**config.mk**
```make
export PLATFORM = sky130hd
export DESIGN_NAME = tbt_ctrl
export DESIGN_NICKNAME = d
export VERILOG_FILES = /design/src/design/tbt_pkg.sv /design/src/design/tbt_ctrl.sv
export SDC_FILE = /design/constraint.sdc
export NUM_CORES = 1
export LEC_CHECK = 0
export BUFFER_PORTS_ARGS = -buffer_cell sky130_fd_sc_hd__buf_2
export CAP_MARGIN = 20
export CORE_ASPECT_RATIO = 0.75
export CORE_MARGIN = 2
export CORE_UTILIZATION = 62
export CTS_BUF_LIST = sky130_fd_sc_hd__clkbuf_4
export DETAILED_ROUTE_END_ITERATION = 7
export GPL_ROUTABILITY_DRIVEN = 0
export GPL_TIMING_DRIVEN = 0
export MAX_ROUTING_LAYER = met4
export PLACE_DENSITY = 0.87
export SLEW_MARGIN = 20
export SYNTH_ARGS = -nofsm -noshare
export SYNTH_HDL_FRONTEND = slang
export SYNTH_SLANG_ARGS = --single-unit
export TNS_END_PERCENT = 30
```
**constraint.sdc**
```tcl
create_clock -name clk -period 5.3 [get_ports clk]
set_input_delay 0.53 -clock clk [delete_from_list [all_inputs] [get_ports clk]]
set_output_delay 0.53 -clock clk [all_outputs]
set_load 0.05 [all_outputs]
```
**src/design/tbt_pkg.sv**
```systemverilog
// Package for the triangle tangent/bitangent unit: command and status types,
// fixed-point constants and the texture coordinate input helper.
// No dependencies.
package tbt_pkg;

    localparam int unsigned WORD_W    = 32;
    localparam int unsigned DIFF_W    = 33;
    localparam int unsigned PROD_W    = 66;
    localparam int unsigned ACC_W     = 67;
    localparam int unsigned REM_W     = 82;
    localparam int unsigned DSH_W     = 97;
    localparam int unsigned QUO_W     = 31;
    localparam int unsigned NUM_RES   = 6;
    localparam int unsigned IN_W      = 5 * WORD_W;
    localparam int unsigned OUT_W     = NUM_RES * WORD_W;

    localparam logic [3:0] TERM_DET_LAST = 4'd1;
    localparam logic [3:0] TERM_LAST     = 4'd13;
    localparam logic [4:0] DIV_LAST_STEP = 5'd30;

    localparam logic [1:0] SLOT_FIRST  = 2'd0;
    localparam logic [1:0] SLOT_SECOND = 2'd1;
    localparam logic [1:0] SLOT_THIRD  = 2'd2;

    localparam logic signed [WORD_W-1:0] ONE_Q16 = 32'sh0001_0000;
    localparam logic [WORD_W-1:0] SAT_POS = 32'h7FFF_FFFF;
    localparam logic [WORD_W-1:0] SAT_NEG = 32'h8000_0000;

    typedef struct packed {
        logic       ld_first;
        logic       ld_second;
        logic       ld_cur;
        logic       ld_ops;
        logic       mul;
        logic       acc;
        logic       det_save;
        logic       div_start;
        logic       sat_chk;
        logic       div_step;
        logic       store;
        logic       publish;
        logic [3:0] term;
    } tbt_cmd_t;

    typedef struct packed {
        logic acc_zero;
        logic sat;
    } tbt_stat_t;

    // Applies the optional 1.0 - t inversion; only positive overflow can occur.
    function automatic logic [WORD_W-1:0] tex_take(input logic [WORD_W-1:0] raw,
                                                   input logic inv);
        logic signed [WORD_W:0] t;
        t = {ONE_Q16[WORD_W-1], ONE_Q16} - {raw[WORD_W-1], raw};
        if (!inv)
            return raw;
        else if (t > $signed({2'b00, SAT_POS[WORD_W-2:0]}))
            return SAT_POS;
        else
            return t[WORD_W-1:0];
    endfunction

endpackage

```
**src/design/tbt_ctrl.sv**
```systemverilog
// Controller of the tangent/bitangent unit: vertex slot, term and divide
// sequencing, and the input and output handshakes.
// Depends on tbt_pkg.
module tbt_ctrl (
    input  logic                clk,
    input  logic                rst_n,
    input  logic                in_valid,
    output logic                in_ready,
    output logic                out_valid,
    input  logic                out_ready,
    input  tbt_pkg::tbt_stat_t  stat,
    output tbt_pkg::tbt_cmd_t   cmd
);
    import tbt_pkg::*;

    typedef enum logic [9:0] {
        ST_IDLE  = 10'b00_0000_0001,
        ST_LOAD  = 10'b00_0000_0010,
        ST_MUL   = 10'b00_0000_0100,
        ST_ACC   = 10'b00_0000_1000,
        ST_CHK   = 10'b00_0001_0000,
        ST_DST   = 10'b00_0010_0000,
        ST_DSAT  = 10'b00_0100_0000,
        ST_DIV   = 10'b00_1000_0000,
        ST_STORE = 10'b01_0000_0000,
        ST_OUT   = 10'b10_0000_0000
    } state_t;

    state_t     state_reg, state_next;
    logic [1:0] slot_reg, slot_next;
    logic [3:0] term_reg, term_next;
    logic [4:0] bit_reg, bit_next;
    logic       out_valid_reg, out_valid_next;
    logic       in_acc;
    logic       can_publish;

    assign in_ready    = (state_reg == ST_IDLE);
    assign in_acc      = in_valid && in_ready;
    assign out_valid   = out_valid_reg;
    assign can_publish = !out_valid_reg || out_ready;

    always_comb
    begin
        state_next     = state_reg;
        slot_next      = slot_reg;
        term_next      = term_reg;
        bit_next       = bit_reg;
        out_valid_next = out_valid_reg;
        cmd            = '0;
        cmd.term       = term_reg;

        if (out_valid_reg && out_ready)
            out_valid_next = 1'b0;

        case (state_reg)
            ST_IDLE:
            begin
                if (in_acc)
                begin
                    case (slot_reg)
                        SLOT_SECOND:
                        begin
                            cmd.ld_second = 1'b1;
                            slot_next     = SLOT_THIRD;
                        end
                        SLOT_THIRD:
                        begin
                            cmd.ld_cur = 1'b1;
                            slot_next  = SLOT_FIRST;
                            term_next  = '0;
                            state_next = ST_LOAD;
                        end
                        default:
                        begin
                            cmd.ld_first = 1'b1;
                            slot_next    = SLOT_SECOND;
                        end
                    endcase
                end
            end
            ST_LOAD:
            begin
                cmd.ld_ops = 1'b1;
                state_next = ST_MUL;
            end
            ST_MUL:
            begin
                cmd.mul    = 1'b1;
                state_next = ST_ACC;
            end
            ST_ACC:
            begin
                cmd.acc = 1'b1;
                if (!term_reg[0])
                begin
                    term_next  = term_reg + 4'd1;
                    state_next = ST_LOAD;
                end
                else if (term_reg == TERM_DET_LAST)
                    state_next = ST_CHK;
                else
                    state_next = ST_DST;
            end
            ST_CHK:
            begin
                cmd.det_save = 1'b1;
                if (stat.acc_zero)
                    state_next = ST_OUT;
                else
                begin
                    term_next  = term_reg + 4'd1;
                    state_next = ST_LOAD;
                end
            end
            ST_DST:
            begin
                cmd.div_start = 1'b1;
                state_next    = ST_DSAT;
            end
            ST_DSAT:
            begin
                cmd.sat_chk = 1'b1;
                bit_next    = '0;
                state_next  = stat.sat ? ST_STORE : ST_DIV;
            end
            ST_DIV:
            begin
                cmd.div_step = 1'b1;
                bit_next     = bit_reg + 5'd1;
                if (bit_reg == DIV_LAST_STEP)
                    state_next = ST_STORE;
            end
            ST_STORE:
            begin
                cmd.store = 1'b1;
                if (term_reg == TERM_LAST)
                    state_next = ST_OUT;
                else
                begin
                    term_next  = term_reg + 4'd1;
                    state_next = ST_LOAD;
                end
            end
            ST_OUT:
            begin
                if (can_publish)
                begin
                    cmd.publish    = 1'b1;
                    out_valid_next = 1'b1;
                    state_next     = ST_IDLE;
                end
            end
            default:
            begin
                state_next = ST_IDLE;
            end
        endcase
    end

    always_ff @(posedge clk or negedge rst_n)
    begin
        if (!rst_n)
        begin
            state_reg     <= ST_IDLE;
            slot_reg      <= SLOT_FIRST;
            term_reg      <= '0;
            bit_reg       <= '0;
            out_valid_reg <= 1'b0;
        end
        else
        begin
            state_reg     <= state_next;
            slot_reg      <= slot_next;
            term_reg      <= term_next;
            bit_reg       <= bit_next;
            out_valid_reg <= out_valid_next;
        end
    end

`ifndef SYNTH
    a_slot_valid: assert property (@(posedge clk) disable iff (!rst_n)
        slot_reg != 2'd3)
        else $error("vertex slot reached an unused code");

    a_third_starts: assert property (@(posedge clk) disable iff (!rst_n)
        (in_acc && slot_reg == SLOT_THIRD) |=> (state_reg == ST_LOAD))
        else $error("third vertex did not start the computation");

    a_term_range: assert property (@(posedge clk) disable iff (!rst_n)
        term_reg <= TERM_LAST)
        else $error("term counter out of range");

    a_publish_free: assert property (@(posedge clk) disable iff (!rst_n)
        cmd.publish |-> (!out_valid_reg || out_ready))
        else $error("result published over an untaken word");
`endif

endmodule

```
# Word-level counts from Yosys, hierarchy flattened
# Index checks and enable logic that the tools add are counted.
# totals
mem_count	0
ram_bits	0
mem_bits_ro	0
inputBits	6
out_inout_bits	18
reg_bits	22
latchBits	0
elab_cells	77
# classes
n_addsub	2
magnitude_cmp	0
reduce_logical	11
shift	0
n_eq_ne	22
mux	36
div	0
bitwise	0
mul	0
# ops
op	count
10-bit one-hot mux with 10 select lines	1
10-bit two-way mux	7
4-bit two-way mux	5
1-bit two-way mux	16
4-bit one-hot mux with 4 select lines	1
10-bit by 1-bit == test with 1-bit output, second input constant	1
10-bit == test, second input constant	1
10-bit by 2-bit == test with 1-bit output, second input constant	1
10-bit by 3-bit == test with 1-bit output, second input constant	1
10-bit by 4-bit == test with 1-bit output, second input constant	1
10-bit by 5-bit == test with 1-bit output, second input constant	1
10-bit by 6-bit == test with 1-bit output, second input constant	1
10-bit by 7-bit == test with 1-bit output, second input constant	1
10-bit by 8-bit == test with 1-bit output, second input constant	1
10-bit by 9-bit == test with 1-bit output, second input constant	1
2-bit != test, second input constant	5
5-bit one-hot mux with 2 select lines	1
9-bit two-way mux	1
3-bit two-way mux	2
6-bit two-way mux	1
6-bit AND reduction	1
5-bit by 1-bit adder with 5-bit output, second input constant	1
5-bit == test, second input constant	1
5-bit AND reduction	1
15 further kinds	17

# Logic depth before layout (Yosys ltp)
# Gate-level depths: netlist of run 1.
# depth
depth_word	5
ltp_mapped	7
depth_no_buf	7

# Worst setup path after synthesis of run 1
# No wires, ideal clock.
# synth_path
path_type	register -> output
from	register state_reg[4]
to	output cmd[15] (netlist bit)
path_slack_ns	2.496
path_stages_with_launch	5
required_ns	4.770
n_path_buf	1
t_arrival_ns	2.274
path_cell_list	dfrtp_1 > buf_6 > or4_4 > nor4b_4 > and3_2
# synth_lines
element	line	rtl
start, declared	tbt_ctrl.sv:29	state_t state_reg, state_next;
start signal, assigned	tbt_ctrl.sv:172	state_reg <= state_next;
end, declared	tbt_ctrl.sv:12	output tbt_pkg::tbt_cmd_t cmd

==> impl_metrics.py, run 1 <==
metrics = {
    "sta": {
        "hold_violations": 0,
        "setup_tns_ns": 0,
        "fmax_ghz": 0.3392,
        "worst-slew-pin-transition_ns": 0.7025,
        "finClkSkew_ns": 0.003474,
        "max_slew_margin_pct": 52.78,
        "rsz0062_at_grt": "no",
        "fin_crit_ns": 2.948,
        "setup_viol": 0,
        "slew_violations": 0,
        "fin_crit_sh_pct": 55.63,
    },
    "synth": {
        "synth.largest_area_cell": "dfrtp_1",
        "yosysWarnings": 0,
        "synth_edf_count": 0,
        "synth_area_sq_mm": 0.001464,
        "ys_ff_latch": 22,
        "ys_types": 51,
        "syn_inst": 151,
        "async_flop_share_pct": 100.0,
        "yosysMostFrequentCell": "dfrtp_1",
        "synth_area_leaders": "dfrtp_1 36%, ha_1 6.8%, o21ai_0 3.4%",
        "synth_fp_nets": 165,
        "synth.top_cell.area_share_pct": 35.90,
        "ys_seq_area_share_pct": 37.69,
        "synth-main-ff-cell": "dfrtp_1",
        "ys_top_cells_by_count": "21 x dfrtp_1, 11 x nand2_1, 10 x inv_1, 10 x o21ai_0, 8 x ha_1",
        "syn-mean-instance-area_sq_um": 9.695,
    },
    "finish": {
        "fin_util_pct": 72.73,
        "antenna_cells": 0,
        "filler_cell_count": 176,
        "largest_register_ffs": 10,
        "area_growth_syn_to_layout_pct": 12.82,
        "drive_gt1_share_pct": 25.84,
        "final_cell_count_no_fill": 212,
        "fin_nets": 193,
    },
    "floorplanning": {
        "die_h_microns": 46.08,
        "initial_core_util_pct": 64.46,
        "ios": 24,
        "rows": 15,
        "dieArea_sq_mm": 0.002770,
        "die_w_microns": 60.11,
        "coreArea_sq_mm": 0.002271,
    },
    "global_route": {
        "antenna_found_initial": 0,
        "grt_max_degree": 23,
        "overflow": 0,
        "grt_pass1_wl_microns": 5402,
        "grt_pass1_vias": 1172,
        "grt.total_usage_pct": 27.74,
    },
    "pwr": {
        "power.switching_fraction_pct": 45.61,
        "leakage_nw": 0.8623,
        "power_frac_clock_pct": 14.1,
        "p_switching_mw": 0.2897,
        "peakVddDrop_mv": 0.1809,
        "comb_power_share_pct": 51.6,
        "seqPwrFrac_pct": 34.3,
        "powerDensity_mw_per_mm2": 384.6,
        "power.internal_mw": 0.3454,
    },
    "worst_setup_path": {
        "worst_path_dominant_cell_family": "simple AND/OR/NAND/NOR gates",
        "required_ns": 4.77,
        "crit_type": "flip-flop to output pin",
        "crit_chain": "or4_4 -> nor3_1 -> and3_1 -> buf_2",
        "worst-path-max-fanout": 8,
        "cp_data_arrival_time_ns": 2.42,
        "worst_setup_path_start_kind": "flip-flop",
        "crit_slowest_cell": "or4_4",
        "crit_buf_inv": 1,
        "end_kind": "output pin",
        "cpPeakStageDelay_ns": 0.62,
    },
    "routing": {
        "drt_iter0_markers": 81,
        "drtAntennaViolNets": 0,
        "viasPerCell": 6.090,
        "post_drt_wl_per_cell_microns": 15.96,
        "vias": 1291,
        "firstDrtPassIters": 4,
        "drc": 0,
        "routed_wl_microns": 3383,
    },
    "place": {
        "hpwl_microns": 2533,
        "dp.cells": 208,
        "port_buffers": 23,
    },
    "clocking": {
        "cts_buffers": 3,
        "cts-resized-gates": 0,
        "cts_tree": "built",
        "h-tree-depth": 1,
        "cts_sinks": 22,
        "holdBufCountCts": 0,
        "clock_latency_ns": 0.32,
        "clkTransAtPathRegs_ns": 0.13,
        "cts_root_buffer": "clkbuf_4",
        "cts_setup_buffers": 0,
        "cts_buffer_depth": 2,
    },
    "hold_path": {
        "hold_path.class": "primary input to async pin",
    },
    "job": {
        "drv_cap": 0,
    },
    "status": {
        "status": "complete, no violations",
    },
}
placed cells by master (no fill, tap or decap), types with 2 or more instances in the layout:
| cell type | count |
|---|---|
| nor2_1 | 7 |
| and3_2 | 3 |
| ha_1 | 8 |
| and3_1 | 4 |
| nand3_1 | 4 |
| and4b_1 | 4 |
| or4_4 | 2 |
| inv_1 | 10 |
| nand2_1 | 11 |
| dfrtp_1 | 21 |
| nor3_1 | 6 |
| buf_2 | 25 |
| o21ai_0 | 10 |
| clkbuf_4 | 4 |
| clkbuf_1 | 3 |
| nand4_1 | 3 |
| a21oi_1 | 6 |
| and4_1 | 4 |
| xor2_1 | 5 |
| nor4b_1 | 2 |
| nor2b_1 | 4 |
| buf_6 | 2 |
power by group through the flow:
stage / Combinational, mW / Clock (mW) / Sequential (mW)
6_report: 0.328 / 0.0894 / 0.218
4_1_cts: 0.325 / 0.0894 / 0.218
2_1_floorplan: 0.234 / 0 / 0.240
3_3_place_gp: 0.308 / 0 / 0.218
3_5_place_dp: 0.325 / 0 / 0.221
5_1_grt: 0.353 / 0.0961 / 0.221
cells by family (layout without fill, tap and decap cells):
group	after synthesis	count (layout)	share of synthesized area [%]
AOI/OAI and AO/OA	31	31	14.96
xor gates and xnor gates	6	6	3.590
adders and majority gates	8	8	6.838
buffers and inverters	17	44	5.556
DFF	22	22	37.69
muxes	2	2	1.453
and+or+nand+nor	65	65	29.92
routing by layer:
metal,GRT usage [%],routed length [microns],vias up
li1,-,-,613
met3,7.022,206,9
met4,8.889,49,0
met1,37.39,1529,615
met2,41.09,1598,54
met5,-,0,-
layout make-up:
| type | count | area [sq um] | share of cell area [%] |
|---|---|---|---|
| inverters | 10 | 37.54 | 2.273 |
| flip-flops and latches | 22 | 551.8 | 33.41 |
| plain buffers | 7 | 43.79 | 2.652 |
| multi-input cells | 112 | 830.8 | 50.30 |
| repair buffers | 23 | 115.1 | 6.970 |
| clock buffers | 4 | 30.03 | 1.818 |
| well taps | 34 | 42.54 | 2.576 |
stage by stage:
stage / hold WS, ns / worst slack, ns / cell area, sq um / power [mW]
2_1_floorplan: 0.2344 / 2.496 / 1464 / 0.4735
4_1_cts: 0.1693 / 2.375 / 1652 / 0.6324
3_5_place_dp: 0.5225 / 2.745 / 1622 / 0.5455
5_1_grt: 0.1804 / 2.187 / 1652 / 0.6703
6_report: 0.1520 / 2.352 / 1652 / 0.6351
3_3_place_gp: 0.5095 / 2.826 / 1622 / 0.5267
path summary, 6_finish.rpt:
check,end,slack [ns],from,cells after the start
worst max register to register,state_reg[0],2.95,state_reg[0],6
worst min-delay path,bit_reg[4],0.15,rst_n,1
max in group asynchronous,state_reg[0],4.79,rst_n,1
worst min register to register,bit_reg[2],0.55,bit_reg[2],1
worst max-delay path,cmd[5],2.35,state_reg[5],4
min in group clk,state_reg[7],0.40,stat[0],2
(Power assumes the default switching activity.)
==> run 2, diff against run 1 <==
--- a/config.mk
+++ b/config.mk
@@ -5,17 +5,18 @@
 export SDC_FILE = /design/constraint.sdc
 export NUM_CORES = 1
 export LEC_CHECK = 0
+export ABC_AREA = 1
 export BUFFER_PORTS_ARGS = -buffer_cell sky130_fd_sc_hd__buf_2
 export CAP_MARGIN = 20
 export CORE_ASPECT_RATIO = 0.75
 export CORE_MARGIN = 2
-export CORE_UTILIZATION = 62
+export CORE_UTILIZATION = 59
 export CTS_BUF_LIST = sky130_fd_sc_hd__clkbuf_4
 export DETAILED_ROUTE_END_ITERATION = 7
 export GPL_ROUTABILITY_DRIVEN = 0
 export GPL_TIMING_DRIVEN = 0
 export MAX_ROUTING_LAYER = met4
-export PLACE_DENSITY = 0.87
+export PLACE_DENSITY = 0.82
 export SLEW_MARGIN = 20
 export SYNTH_ARGS = -nofsm -noshare
 export SYNTH_HDL_FRONTEND = slang
==> constraint.sdc (replaced) <==
create_clock -name clk -period 2.8 [get_ports clk]
set_input_delay 0.28 -clock clk [delete_from_list [all_inputs] [get_ports clk]]
set_output_delay 0.28 -clock clk [all_outputs]
set_load 0.05 [all_outputs]
==> run 2 against run 1 <==
  * Non-clock buffer count shrank 5
  * Largest cell class unchanged
  * Design area grew 12%
  * Power grew 99%
  * Clock power grew 70%
  * Via count grew 12%
  * Count of clock-buffer cells in the layout shrank 1
  * Sequential share of layout area shrank 3.5 points
  * Flip-flop and latch count is the same
  * Critical endpoint is now cmd[14]
  * Die area grew 17%
  * Hold slack lost 0.011 ns
  * Sequential power grew 87%
  * Register-to-register slack lost 1.7 ns
==> impl_metrics.py, run 2 <==
metrics = {
    "hold_path": {
        "hold_path.class": "primary input to flip-flop",
        "hp-start": "stat[0]",
        "hold_end": "state_reg[7]",
        "worstHoldPathCells": 2,
    },
    "pwr": {
        "peakVddDrop_mv": 0.5904,
        "power_mw": 1.265,
        "leakage_nw": 1.159,
        "powerDensity_mw_per_mm2": 686.5,
    },
    "clocking": {
        "clkTransAtPathRegs_ns": 0.13,
        "clock_latency_ns": 0.32,
        "cts_buffers": 3,
        "cts_root_buffer": "clkbuf_4",
        "cts-resized-gates": 0,
        "cts_sinks": 22,
        "cts_buffer_depth": 2,
        "cts_setup_buffers": 0,
        "holdBufCountCts": 1,
        "h-tree-depth": 1,
        "cts_tree": "built",
    },
    "synth": {
        "yosysWarnings": 0,
        "synth_area_leaders": "dfrtp_1 32%, nand2_1 13%, inv_1 9.1%",
        "yosysMostFrequentCell": "nand2_1",
        "synth-main-ff-cell": "dfrtp_1",
        "ys_ff_latch": 22,
        "synth.top_cell.area_share_pct": 31.91,
        "async_flop_share_pct": 100.0,
        "ys_seq_area_share_pct": 33.51,
        "synth_area_sq_mm": 0.001647,
        "synth_fp_nets": 247,
        "syn_inst": 233,
        "ys_types": 27,
        "synth_edf_count": 0,
        "ys_top_cells_by_count": "57 x nand2_1, 40 x inv_1, 25 x nand3_1, 25 x nor2_1, 21 x dfrtp_1",
        "syn-mean-instance-area_sq_um": 7.067,
        "synth.largest_area_cell": "dfrtp_1",
    },
    "sta": {
        "hold_violations": 0,
        "fin_crit_sh_pct": 77.95,
        "setup_viol": 0,
        "worst-slew-pin-transition_ns": 0.5034,
        "fmax_ghz": 0.4582,
        "rsz0062_at_grt": "no",
        "setup_tns_ns": 0,
        "slew_violations": 0,
        "max_slew_margin_pct": 66.44,
        "finClkSkew_ns": 0.01240,
        "fin_crit_ns": 2.183,
    },
    "routing": {
        "drc": 0,
        "drt_iter0_markers": 66,
        "drtAntennaViolNets": 0,
        "viasPerCell": 4.886,
        "routed_wl_microns": 3177,
        "post_drt_wl_per_cell_microns": 10.70,
        "firstDrtPassIters": 4,
        "vias": 1451,
    },
    "worst_setup_path": {
        "reg2reg_slack_ns": 1.24,
        "cp_data_arrival_time_ns": 1.90,
        "worst_setup_path_start_kind": "flip-flop",
        "end_kind": "output pin",
        "timing.rr.end": "state_reg[8]",
        "rr_startpoint": "state_reg[0]",
        "worst-path-max-fanout": 9,
        "required_ns": 2.52,
        "r2r_cells": 9,
        "crit_type": "flip-flop to output pin",
    },
    "finish": {
        "largest_register_ffs": 10,
        "fin_util_pct": 70.28,
        "final_common_cell": "nand2_1",
        "filler_cell_count": 239,
        "fin_nets": 276,
        "final_cell_mix": "57 x nand2_1, 40 x inv_1, 25 x nor2_1, 25 x nand3_1, 23 x buf_2",
        "drive_gt1_share_pct": 22.99,
        "area_growth_syn_to_layout_pct": 11.93,
        "antenna_cells": 0,
    },
    "place": {
        "port_buffers": 23,
        "hpwl_microns": 2565,
    },
    "global_route": {
        "overflow": 0,
        "antenna_found_initial": 0,
        "grt.total_usage_pct": 23.05,
        "grt_pass1_wl_microns": 5609,
        "grt_pass1_vias": 1275,
        "grt_max_degree": 23,
    },
    "floorplanning": {
        "ios": 24,
        "coreArea_sq_mm": 0.002623,
        "die_h_microns": 49.75,
        "dieArea_sq_mm": 0.003234,
        "rows": 16,
        "initial_core_util_pct": 62.79,
        "die_w_microns": 65,
    },
    "status": {
        "status": "complete, no violations",
    },
    "job": {
        "drv_cap": 0,
    },
}
==> run 2: cell count changes after synthesis, sizes merged, moves of 3 or more <==
cell    previous run  this run
and4               4         0
nand3              4        27
and3               8         0
inv               10        49
nand2             11        66
and4b              4         0
nor3               6         2
clkbuf             3         0
a21oi              6         1
nor2b              4         0
nor2               7        36
buf                4         1
nor4b              3         0
==> run 2: logic make-up after synthesis <==
logic type      Yosys count  share of synthesized area (%)
xor+xnor                  5                          2.659
fa+ha+maj                 8                          6.079
flops                    22                          33.51
simple gates            134                          40.81
buf+inv                  50                          12.01
compound gates           14                          4.939
==> run 2: power breakdown <==
part	total [mW]	switching [mW]	internal [mW]
sequential	0.408	0.0456	0.363
combinational	0.705	0.495	0.211
clock	0.152	0.0997	0.0522
total	1.27	0.640	0.625
==> run 2: worst max-delay path by stage <==
stage | startpoint | to | cells after the start
after global placement | state_reg[8] | cmd[15] | 8
after global routing | state_reg[8] | cmd[14] | 8
after detailed placement | state_reg[8] | cmd[14] | 8
after CTS | state_reg[8] | cmd[14] | 8
after floorplan | state_reg[8] | cmd[14] | 7
final | state_reg[8] | cmd[14] | 8
==> run 2: metrics by stage <==
stage | hold WS [ns] | instances | area, sq um | worst slack, ns
4_1_cts | 0.1429 | 297 | 1843 | 0.5995
2_1_floorplan | -0.01559 | 233 | 1647 | 0.5971
6_report | 0.1406 | 297 | 1843 | 0.6174
3_3_place_gp | 0.2786 | 292 | 1807 | 0.9766
3_5_place_dp | 0.2769 | 292 | 1807 | 0.9760
5_1_grt | 0.1537 | 297 | 1843 | 0.4405
==> run 2: cell type report <==
cell class / count / area, sq um / share of cell area, %
Sequential cell: 22 / 551.8 / 29.94
Buffer: 1 / 11.26 / 0.6110
Clock buffer: 3 / 22.52 / 1.222
Multi-Input combinational cell: 161 / 897.1 / 48.68
Timing Repair Buffer: 24 / 125.1 / 6.789
Tap cell: 36 / 45.04 / 2.444
Clock inverter: 1 / 3.754 / 0.2037
Inverter: 49 / 186.4 / 10.12
==> run 2: metal layers <==
layer  vias up  global-route usage [%]  wire, microns
met3         2                   4.795            123
met2        30                   34.71           1379
met1       651                   32.12           1647
met5         -                       -              0
met4         0                   5.319             25
li1        768                       -              -
==> run 2: critical path, cell delays in order (launching register included) <==
cell,delay (ns)
dfrtp_1,0.48
nor2_8,0.23
inv_4,0.08
nor2_4,0.10
nand2_2,0.13
inv_2,0.09
nand2_1,0.11
nor2_1,0.10
buf_2,0.26
